$ cat config.mk
export PLATFORM = sky130hd
export DESIGN_NAME = parallel_fnv_page_checksum
export DESIGN_NICKNAME = d
export VERILOG_FILES = /design/src/rtl/pfc_pkg.sv /design/src/rtl/pfc_front.sv /design/src/rtl/pfc_back.sv /design/src/rtl/parallel_fnv_page_checksum.sv
export SDC_FILE = /design/constraint.sdc
export NUM_CORES = 2
export LEC_CHECK = 0
export BUFFER_PORTS_ARGS = -buffer_cell sky130_fd_sc_hd__buf_2
export CAP_MARGIN = 20
export CORE_AREA = 5 5 487 489
export CTS_CLUSTER_DIAMETER = 150
export CTS_CLUSTER_SIZE = 40
export DETAILED_ROUTE_END_ITERATION = 16
export DIE_AREA = 0 0 492 494
export PLACE_DENSITY_LB_ADDON = 0.25
export SYNTH_ARGS = -nofsm -noshare
export SYNTH_HDL_FRONTEND = slang
export SYNTH_SLANG_ARGS = --single-unit
$ cat constraint.sdc
create_clock -name clk -period 11.3 [get_ports clk]
set_clock_uncertainty 0.05 [all_clocks]
set_input_delay 1.13 -clock clk [delete_from_list [all_inputs] [get_ports clk]]
set_output_delay 1.13 -clock clk [all_outputs]
set_load 0.01 [all_outputs]
$ cat src/rtl/pfc_pkg.sv
// ----------------------------------------------------------------------------
// pfc_pkg
// Shared types, constants and helper functions of the 32-lane page checksum.
// ----------------------------------------------------------------------------
package pfc_pkg;

  localparam int unsigned LANES       = 32;
  localparam int unsigned LANE_W      = 5;
  localparam int unsigned QUEUE_DEPTH = 4;

  localparam logic [31:0] MIX_PRIME = 32'd16777619;
  localparam int unsigned MIX_SHIFT = 17;

  localparam logic [16:0] MOD_ONE = 17'd65535;
  localparam logic [16:0] MOD_TWO = 17'd131070;

  localparam logic [31:0] LANE_BASE [LANES] = '{
    32'h5B1F36E9, 32'hB8525960, 32'h02AB50AA, 32'h1DE66D2A,
    32'h79FF467A, 32'h9BB9F8A3, 32'h217E7CD2, 32'h83E13D2C,
    32'hF8D4474F, 32'hE39EB970, 32'h42C6AE16, 32'h993216FA,
    32'h7B093B5D, 32'h98DAFF3C, 32'hF718902A, 32'h0B1C9CDB,
    32'hE58F764B, 32'h187636BC, 32'h5D7B3BB1, 32'hE73DE7DE,
    32'h92BEC979, 32'hCCA6C0B2, 32'h304A0979, 32'h85AA43D4,
    32'h783125BB, 32'h6CA8EAA2, 32'hE407EAC6, 32'h4B5CFC3E,
    32'h9FBF8C76, 32'h15CA20BE, 32'hF2CA9FD3, 32'h959BD756
  };

  // one word queued between front and back
  typedef struct packed {
    logic [31:0] word;
    logic        last;
  } beat_t;

  // back-end status seen by the top level
  typedef struct packed {
    logic [LANE_W-1:0] lane_idx;
    logic              running;
  } bk_status_t;

  function automatic logic [31:0] mix_step(input logic [31:0] acc, input logic [31:0] w);
    logic [31:0] t;
    logic [31:0] p;
    t = acc ^ w;
    p = t * MIX_PRIME;
    return p ^ (t >> MIX_SHIFT);
  endfunction

  // (fold mod 65535) + 1, using 2^16 == 1 mod 65535
  function automatic logic [15:0] mod_plus_one(input logic [31:0] fold);
    logic [16:0] s;
    logic [16:0] r;
    s = {1'b0, fold[31:16]} + {1'b0, fold[15:0]};
    if (s >= MOD_TWO) begin
      r = s - MOD_TWO;
    end else if (s >= MOD_ONE) begin
      r = s - MOD_ONE;
    end else begin
      r = s;
    end
    return r[15:0] + 16'd1;
  endfunction

endpackage

$ cat src/rtl/pfc_front.sv
// ----------------------------------------------------------------------------
// pfc_front
// Input side: takes page words and queues them for the lane engine.
// ----------------------------------------------------------------------------
module pfc_front #(
  parameter int unsigned DEPTH = pfc_pkg::QUEUE_DEPTH
) (
  input  logic           clk,
  input  logic           rst_n,
  input  logic           in_valid,
  output logic           in_ready,
  input  logic [31:0]    in_word,
  input  logic           in_last,
  output logic           q_valid,
  output pfc_pkg::beat_t q_beat,
  input  logic           q_pop
);

  localparam int unsigned PW = (DEPTH > 1) ? $clog2(DEPTH) : 1;
  localparam int unsigned CW = $clog2(DEPTH + 1);

  pfc_pkg::beat_t  mem_r [DEPTH];
  logic [PW-1:0]   wr_ptr_r;
  logic [PW-1:0]   rd_ptr_r;
  logic [CW-1:0]   cnt_r;
  logic            push;
  logic            pop;

  assign in_ready = (cnt_r != CW'(DEPTH));
  assign q_valid  = (cnt_r != '0);
  assign q_beat   = mem_r[rd_ptr_r];
  assign push     = in_valid & in_ready;
  assign pop      = q_pop & q_valid;

  function automatic logic [PW-1:0] next_ptr(input logic [PW-1:0] p);
    return (p == PW'(DEPTH - 1)) ? '0 : p + PW'(1);
  endfunction

  always_ff @(posedge clk) begin
    if (push) begin
      mem_r[wr_ptr_r] <= '{word: in_word, last: in_last};
    end
  end

  always_ff @(posedge clk) begin
    if (!rst_n) begin
      wr_ptr_r <= '0;
      rd_ptr_r <= '0;
      cnt_r    <= '0;
    end else begin
      if (push) begin
        wr_ptr_r <= next_ptr(wr_ptr_r);
      end
      if (pop) begin
        rd_ptr_r <= next_ptr(rd_ptr_r);
      end
      unique case ({push, pop})
        2'b10:   cnt_r <= cnt_r + CW'(1);
        2'b01:   cnt_r <= cnt_r - CW'(1);
        default: cnt_r <= cnt_r;
      endcase
    end
  end

endmodule

$ cat src/rtl/pfc_back.sv
// ----------------------------------------------------------------------------
// pfc_back
// Lane engine: mixes words into the lanes, walks the lanes at page end and
// holds the result beat.
// ----------------------------------------------------------------------------
module pfc_back (
  input  logic                clk,
  input  logic                rst_n,
  input  logic                q_valid,
  input  pfc_pkg::beat_t      q_beat,
  output logic                q_pop,
  output logic                out_valid,
  input  logic                out_ready,
  output logic [15:0]         out_page_sum,
  output logic [31:0]         out_folded_sum,
  output logic                out_short_page,
  output pfc_pkg::bk_status_t status
);

  localparam int unsigned LW = pfc_pkg::LANE_W;

  typedef enum logic [2:0] {
    S_RUN = 3'b001,
    S_FIN = 3'b010,
    S_OUT = 3'b100
  } state_t;

  state_t          state_r;
  logic [31:0]     lanes_r [pfc_pkg::LANES];
  logic [LW-1:0]   idx_r;
  logic            seeded_r;
  logic            short_r;
  logic [LW:0]     cnt_r;
  logic [31:0]     v1_r;
  logic            v1_vld_r;
  logic [31:0]     fold_r;
  logic            out_valid_r;
  logic [15:0]     page_sum_r;
  logic [31:0]     folded_r;
  logic            short_out_r;
  logic            take;
  logic            emit;

  assign q_pop          = (state_r == S_RUN) && q_valid;
  assign take           = q_pop;
  assign emit           = (state_r == S_OUT) && (!out_valid_r || out_ready);
  assign out_valid      = out_valid_r;
  assign out_page_sum   = page_sum_r;
  assign out_folded_sum = folded_r;
  assign out_short_page = short_out_r;
  assign status         = '{lane_idx: idx_r, running: (state_r == S_RUN)};

  // lane store: one update per word, all lanes back to base at page end
  always_ff @(posedge clk) begin
    if (!rst_n || emit) begin
      for (int i = 0; i < pfc_pkg::LANES; i++) begin
        lanes_r[i] <= pfc_pkg::LANE_BASE[i];
      end
    end else if (take) begin
      lanes_r[idx_r] <= pfc_pkg::mix_step(lanes_r[idx_r], q_beat.word);
    end
  end

  always_ff @(posedge clk) begin
    if (!rst_n) begin
      state_r     <= S_RUN;
      idx_r       <= '0;
      seeded_r    <= 1'b0;
      cnt_r       <= '0;
      v1_vld_r    <= 1'b0;
      out_valid_r <= 1'b0;
    end else begin
      // a new result may replace the one leaving in the same cycle
      if (emit) begin
        out_valid_r <= 1'b1;
      end else if (out_ready) begin
        out_valid_r <= 1'b0;
      end
      unique case (state_r)
        S_RUN: begin
          if (take) begin
            idx_r <= idx_r + LW'(1);
            if (idx_r == LW'(pfc_pkg::LANES - 1)) begin
              seeded_r <= 1'b1;
            end
            if (q_beat.last) begin
              state_r  <= S_FIN;
              cnt_r    <= '0;
              v1_vld_r <= 1'b0;
            end
          end
        end
        S_FIN: begin
          // two-stage walk: first zero round, then second round into the fold
          v1_vld_r <= (cnt_r < (LW+1)'(pfc_pkg::LANES));
          cnt_r    <= cnt_r + (LW+1)'(1);
          if (cnt_r == (LW+1)'(pfc_pkg::LANES)) begin
            state_r <= S_OUT;
          end
        end
        S_OUT: begin
          if (emit) begin
            idx_r    <= '0;
            seeded_r <= 1'b0;
            state_r  <= S_RUN;
          end
        end
        default: state_r <= S_RUN;
      endcase
    end
  end

  // datapath registers
  always_ff @(posedge clk) begin
    if (take && q_beat.last) begin
      short_r <= !(seeded_r || (idx_r == LW'(pfc_pkg::LANES - 1)));
      fold_r  <= '0;
    end
    if (state_r == S_FIN) begin
      v1_r <= pfc_pkg::mix_step(lanes_r[cnt_r[LW-1:0]], 32'd0);
      if (v1_vld_r) begin
        fold_r <= fold_r ^ pfc_pkg::mix_step(v1_r, 32'd0);
      end
    end
    if (emit) begin
      page_sum_r  <= pfc_pkg::mod_plus_one(fold_r);
      folded_r    <= fold_r;
      short_out_r <= short_r;
    end
  end

endmodule

$ cat src/rtl/parallel_fnv_page_checksum.sv
// ----------------------------------------------------------------------------
// parallel_fnv_page_checksum
// 32-lane FNV-style page checksum over a stream of 32-bit page words.
// ----------------------------------------------------------------------------
// Throughput: one word per cycle within a page; after the last word the engine takes
//   no words while it walks the lanes and loads the result, nor while a finished
//   result waits on out_ready. From the last beat to out_valid with an empty queue,
//   the beat passes the input queue, then the 32 lanes are walked through the two
//   zero-round mixers one lane a cycle, then the result register is loaded.
// The input queue takes up to QUEUE_DEPTH beats while the lane engine finishes.
// Reset: lanes return to their base offsets, queue empties, no result pending.
module parallel_fnv_page_checksum #(
  parameter int unsigned QUEUE_DEPTH = pfc_pkg::QUEUE_DEPTH
) (
  input  logic        clk,
  input  logic        rst_n,
  input  logic        in_valid,
  output logic        in_ready,
  input  logic [31:0] in_word,
  input  logic        in_last,
  output logic        out_valid,
  input  logic        out_ready,
  output logic [15:0] out_page_sum,
  output logic [31:0] out_folded_sum,
  output logic        out_short_page
);

  logic                q_valid;
  logic                q_pop;
  pfc_pkg::beat_t      q_beat;
  pfc_pkg::bk_status_t bk_status;

  pfc_front #(
    .DEPTH(QUEUE_DEPTH)
  ) u_front (
    .clk      (clk),
    .rst_n    (rst_n),
    .in_valid (in_valid),
    .in_ready (in_ready),
    .in_word  (in_word),
    .in_last  (in_last),
    .q_valid  (q_valid),
    .q_beat   (q_beat),
    .q_pop    (q_pop)
  );

  pfc_back u_back (
    .clk            (clk),
    .rst_n          (rst_n),
    .q_valid        (q_valid),
    .q_beat         (q_beat),
    .q_pop          (q_pop),
    .out_valid      (out_valid),
    .out_ready      (out_ready),
    .out_page_sum   (out_page_sum),
    .out_folded_sum (out_folded_sum),
    .out_short_page (out_short_page),
    .status         (bk_status)
  );

  a_sum_nonzero: assert property (@(posedge clk) disable iff (!rst_n)
    out_valid |-> (out_page_sum != 16'd0))
    else $error("page sum of zero");

  a_sum_matches_fold: assert property (@(posedge clk) disable iff (!rst_n)
    out_valid |-> (out_page_sum == pfc_pkg::mod_plus_one(out_folded_sum)))
    else $error("page sum does not match folded sum");

  a_restart_after_page: assert property (@(posedge clk) disable iff (!rst_n)
    $rose(out_valid) |-> (bk_status.running && (bk_status.lane_idx == '0)))
    else $error("lane engine not restarted after result");

endmodule

---- Word level (Yosys, flattened, before mapping) ----
Memory sizes are Yosys's and may differ from the RTL's. A register that Yosys moved wholly into a read port is not among the register bits.
Cells that the tools add are included.
cells by class
  magnitude comparators ................... 3
  multipliers ............................. 3
  reductions and logical operators ........ 19
  equality and inequality tests ........... 15
  add/subtract/negate cells ............... 10
  multiplexer cells ....................... 45
  bitwise operators ....................... 7
operators with widths
  cell                                                                                    count
  32-bit 2-to-1 mux                                                                       4
  32-bit by 25-bit multiplier with 32-bit output (second input constant)                  3
  32-bit by 15-bit bitwise XOR with 32-bit output                                         3
  32-bit bitwise XOR                                                                      2
  16-bit 2-to-1 mux                                                                       3
  5-bit 2-to-1 mux                                                                        7
  32-bit OR reduction                                                                     1
  16-bit subtractor (second input constant)                                               2
  16-bit by 16-bit adder with 17-bit output                                               1
  17-bit by 16-bit greater-or-equal comparator with 1-bit output (second input constant)  1
  17-bit greater-or-equal comparator (second input constant)                              1
  16-bit by 1-bit adder with 16-bit output (second input constant)                        1
  1-bit 2-to-1 mux                                                                        15
  3-bit 2-to-1 mux                                                                        4
  6-bit 2-to-1 mux                                                                        2
  6-bit case mux with 2 select lines                                                      1
  2-bit by 1-bit inequality test with 1-bit output (second input constant)                5
  5-bit case mux with 2 select lines                                                      1
  3-bit case mux with 3 select lines                                                      1
  2-bit 2-to-1 mux                                                                        4
  4-bit AND reduction                                                                     2
  2-bit nonzero test                                                                      4
  6-bit by 1-bit adder with 6-bit output (second input constant)                          1
  2-bit equality test (second input constant)                                             3
  20 further kinds                                                                        30
word-level totals
  bits in writable memories ............... 1156
  memories ................................ 2
  register bits after elaboration ......... 138
memories
  memory          words  bits a word  rd ports  clocked after memory_dff  write ports  line             RTL
  u_back.lanes_r  32     32           2         2                         32           pfc_back.sv:29   logic [31:0] lanes_r [pfc_pkg::LANES];
  u_front.mem_r   4      33           1         1                         1            pfc_front.sv:22  pfc_pkg::beat_t mem_r [DEPTH];

---- Longest topological paths before layout ----
  word-level depth ........................ 8
  mapped depth ............................ 38

---- Cells and area by module ----
From an unflattened synthesis, not the netlist that was laid out.
second synthesis, totals
  cells, all modules ...................... 6020
  area total of the unflattened synthesis .. 81174.1 µm²
modules (own cells, without submodules)
  module     area an instance (µm²)  instances  seq. area each (µm²)  cells an instance
  pfc_back   75916.6                 1          34393.0               5791
  pfc_front  5257.5                  1          4144.0                229

---- Worst setup path after synthesis ----
OpenSTA, ideal clock, no wires.
  path kind ............................... flip-flop to flip-flop
  start ................................... reg (tool-made name)
  end ..................................... mem u_back.lanes_r[30][30], data pin
  library setup time ...................... 268 ps
  stages on the path, launching flop included .. 38
  path slack .............................. 2326 ps
  arrival time ............................ 8657 ps
  data required time ...................... 10982 ps
  cell sequence ........................... dfxtp_1 > buf_2 > buf_6 > buf_6 > buf_6 > buf_4 > buf_2 > buf_2 > buf_2 > mux4_2 > mux4_2 > mux2i_1 > xnor2_1 > ha_1 > ha_1 > fa_1 > ha_1 > inv_1 > [2 not listed] > ha_1 > inv_1 > fa_1 > inv_1 > ha_1 > a21o_1 > a21o_1 > a21oi_1 > o21ai_1 > a31oi_1 > nor2_1 > a221o_1 > a2111oi_0 > o21bai_1 > a21oi_1 > xor2_1 > clkbuf_1 > nand2_1
RTL lines
  element        line
  end, declared  pfc_back.sv:29

==> reports/qor.yml <==
worst_setup_path:
  crit_arrival_ns: 10.21
  r2r_setup_slack_ns: 1.50
  path_common_cell: "ha_1"
  cp_num_buf_inv: 5
  worstPathMaxFanout: 32
  r2r-end: "u_back.lanes_r[3][28]"
  r2r.worst_path.cells: 29
  end_kind: "register"
  cpPeakStageDelay_ns: 0.85
  crit_required_ns: 11.70
  setup.worst_path.start_class: "register"
  critPathSlowestCell: "mux2i_1"
  cp_top_family: "adder cells"
  critPathKind: "register to register"
timing:
  finalHoldViolCount: 0
  fin_crit_sh_pct: 86.8
  tightestPinTransition_ns: 1.23
  slew_headroom_pct: 17.5
  finalSetupViolations: 0
  slew_violations: 0
  final.min_clock_period_ns: 9.80
  rsz0062_at_grt: "no"
  fmax_mhz: 102
  fin_setup_tns_ns: 0
clock_network:
  cts_tree: "built"
  cts_root_buffer: "clkbuf_16"
  cts_buffer_depth: 3
  path_clk_slew_ns: 0.15
  cts_setup_buffers: 0
  cts_resized: 0
  numCtsBuffers: 40
  cts_sinks: 1306
  holdBufCountCts: 0
  htree_levels: 2
  clkLatencyLatePin_ns: 0.77
logic_synthesis:
  yosysSeqAreaShare_pct: 47.6
  synth_edf_count: 1238
  synthDistinctLibCells: 89
  async_flop_share_pct: 0
  syn_nets: 6796
  synthCells: 5959
  synth_flop_cell: "edfxtp_1"
  yosys_register_bits: 1306
  yosys_warnings: 0
  syn_area_um2: 80900
  syn_area_per_cell_um2: 13.6
worst_hold_path:
  hold_start: "u_back.fold_r[27]"
  hp-class: "register to register"
  whs_endpoint: "u_back.out_folded_sum[27]"
  hold_depth: 0
grt:
  grt_pass1_vias: 51400
  grt_start_max_net_pins: 75
  overflow: 0
  grtUsageTotal_pct: 22.5
  antenna_found_initial: 17
  grt_pass1_wl_mm: 390
drt:
  drc: 0
  routedWlPerCell_um: 31.2
  dr.pass1.iters: 5
  dr_total_vias: 51200
  ant_nets: 0
  vias_per_cell: 5.72
  drt_iter0_drc: 6219
  wirelength_mm: 280
placed_design:
  gp_congestion: 0.967
  place_area_um2: 85800
  dp_hpwl_mm: 186
  port_buffers: 87
floorplanning:
  core_um2: 232000
  fp.dieH_um: 494
  io_pins: 88
  die_w_um: 492
  start_util_pct: 34.9
  die_area_um2: 243000
  num_rows: 177
final_layout:
  mostFrequentLayoutCell: "edfxtp_1"
  layout_common_cells: "1238 x edfxtp_1, 672 x mux4_2, 645 x inv_1, 645 x nand2_1, 576 x ha_1"
  drive_above_1_share_pct: 19.7
  area_delta_synth_final_pct: 7.58
  finish.net_count: 6728
  fin_area_um2: 87000
  fillers: 21900
status:
  status: "completed"
job:
  max-cap-violations: 0
-- registers in the layout (all words and copies together), names as in the netlist, named ones only --
| signal | count |
|---|---|
| u_back.fold_r | 32 |
| u_back.seeded_r | 1 |
| u_back.short_r | 1 |
| u_back.cnt_r | 6 |
| u_back.state_r | 3 |
| u_back.out_folded_sum | 32 |
| u_front.mem_r | 132 |
| u_front.rd_ptr_r | 2 |
| u_back.out_short_page | 1 |
| u_back.out_page_sum | 16 |
| u_front.wr_ptr_r | 2 |
| u_back.out_valid | 1 |
| u_back.v1_r | 32 |
| u_back.v1_vld_r | 1 |
| u_back.idx_r | 5 |
| u_front.cnt_r | 3 |
| u_back.lanes_r | 1024 |
-- worst max-delay path by stage --
stage                     startpoint                     end  slack [ns]  cells after the start
after floorplan             register  u_back.lanes_r[30][30]        2.33                     37
after global placement      register   u_back.lanes_r[0][30]        1.63                     31
after detailed placement    register  u_back.lanes_r[24][30]        1.66                     31
after CTS                   register  u_back.lanes_r[24][30]        1.61                     31
after global routing        register  u_back.lanes_r[25][30]        1.15                     31
final                       register   u_back.lanes_r[3][28]        1.50                     29
-- cells in the mapped netlist, drive strengths merged (16+ instances only) --
library cell  instances  area (um^2)
a21boi               17          128
a21o                 37          278
a21oi                98          490
and2                 31          194
and3                 18          113
buf                  95          487
clkbuf              263          987
dfxtp                68         1360
edfxtp             1238        37200
fa                  224         4480
ha                  576         7210
inv                 646         2420
mux2                 29          327
mux2i                40          400
mux4                672        15100
nand2               687         2580
nand2b               16          100
nand3                34          183
nor2                573         2160
nor3                 37          213
o21a                 17          128
o21ai               108          544
or3                  26          163
xnor2               186         1670
xor2                 81          724
-- kinds of logic after synthesis --
| kind of cell | synth area share (%) |
|---|---|
| simple gates | 7.67 |
| flops | 47.6 |
| buf+inv | 4.83 |
| fa+ha+maj | 14.4 |
| mux | 19.6 |
| compound gates | 2.78 |
| xor+xnor | 3.04 |
-- routing by layer --
metal	share of wire (%)	routed length, um	track usage [%]	up-vias
met5	0.016	44	0	-
met4	4.7	13000	8.68	6
met3	9.4	26200	4.76	486
met2	48	133000	37.4	2485
met1	38	107000	29.0	26900
li1	-	-	-	21400
-- cell type report --
cell class	instances	area, um^2	share of cell area (%)
Multi-Input combinational cell	3647	39200	45.0
Tap cell	3043	3810	4.37
Antenna cell	5	12.5	0.0144
Clock buffer	51	1040	1.20
Sequential cell	1306	38600	44.3
Clock inverter	11	159	0.183
Inverter	648	2430	2.79
Timing Repair Buffer	248	1870	2.14
-- per-stage QoR --
step | instances | hold WS (ns) | setup slack (ns) | utilization [%]
3_3_place_gp | 8889 | 0.401 | 1.63 | 37.0
4_1_cts | 8953 | 0.440 | 1.61 | 37.5
6_report | 8959 | 0.452 | 1.50 | 37.5
3_5_place_dp | 8891 | 0.406 | 1.66 | 37.0
2_1_floorplan | 5959 | 0.350 | 2.33 | -
5_1_grt | 8955 | 0.479 | 1.15 | 37.5
Power is not shown: default switching activity piles up to over one toggle a cycle in this logic, so the estimate is an artifact.
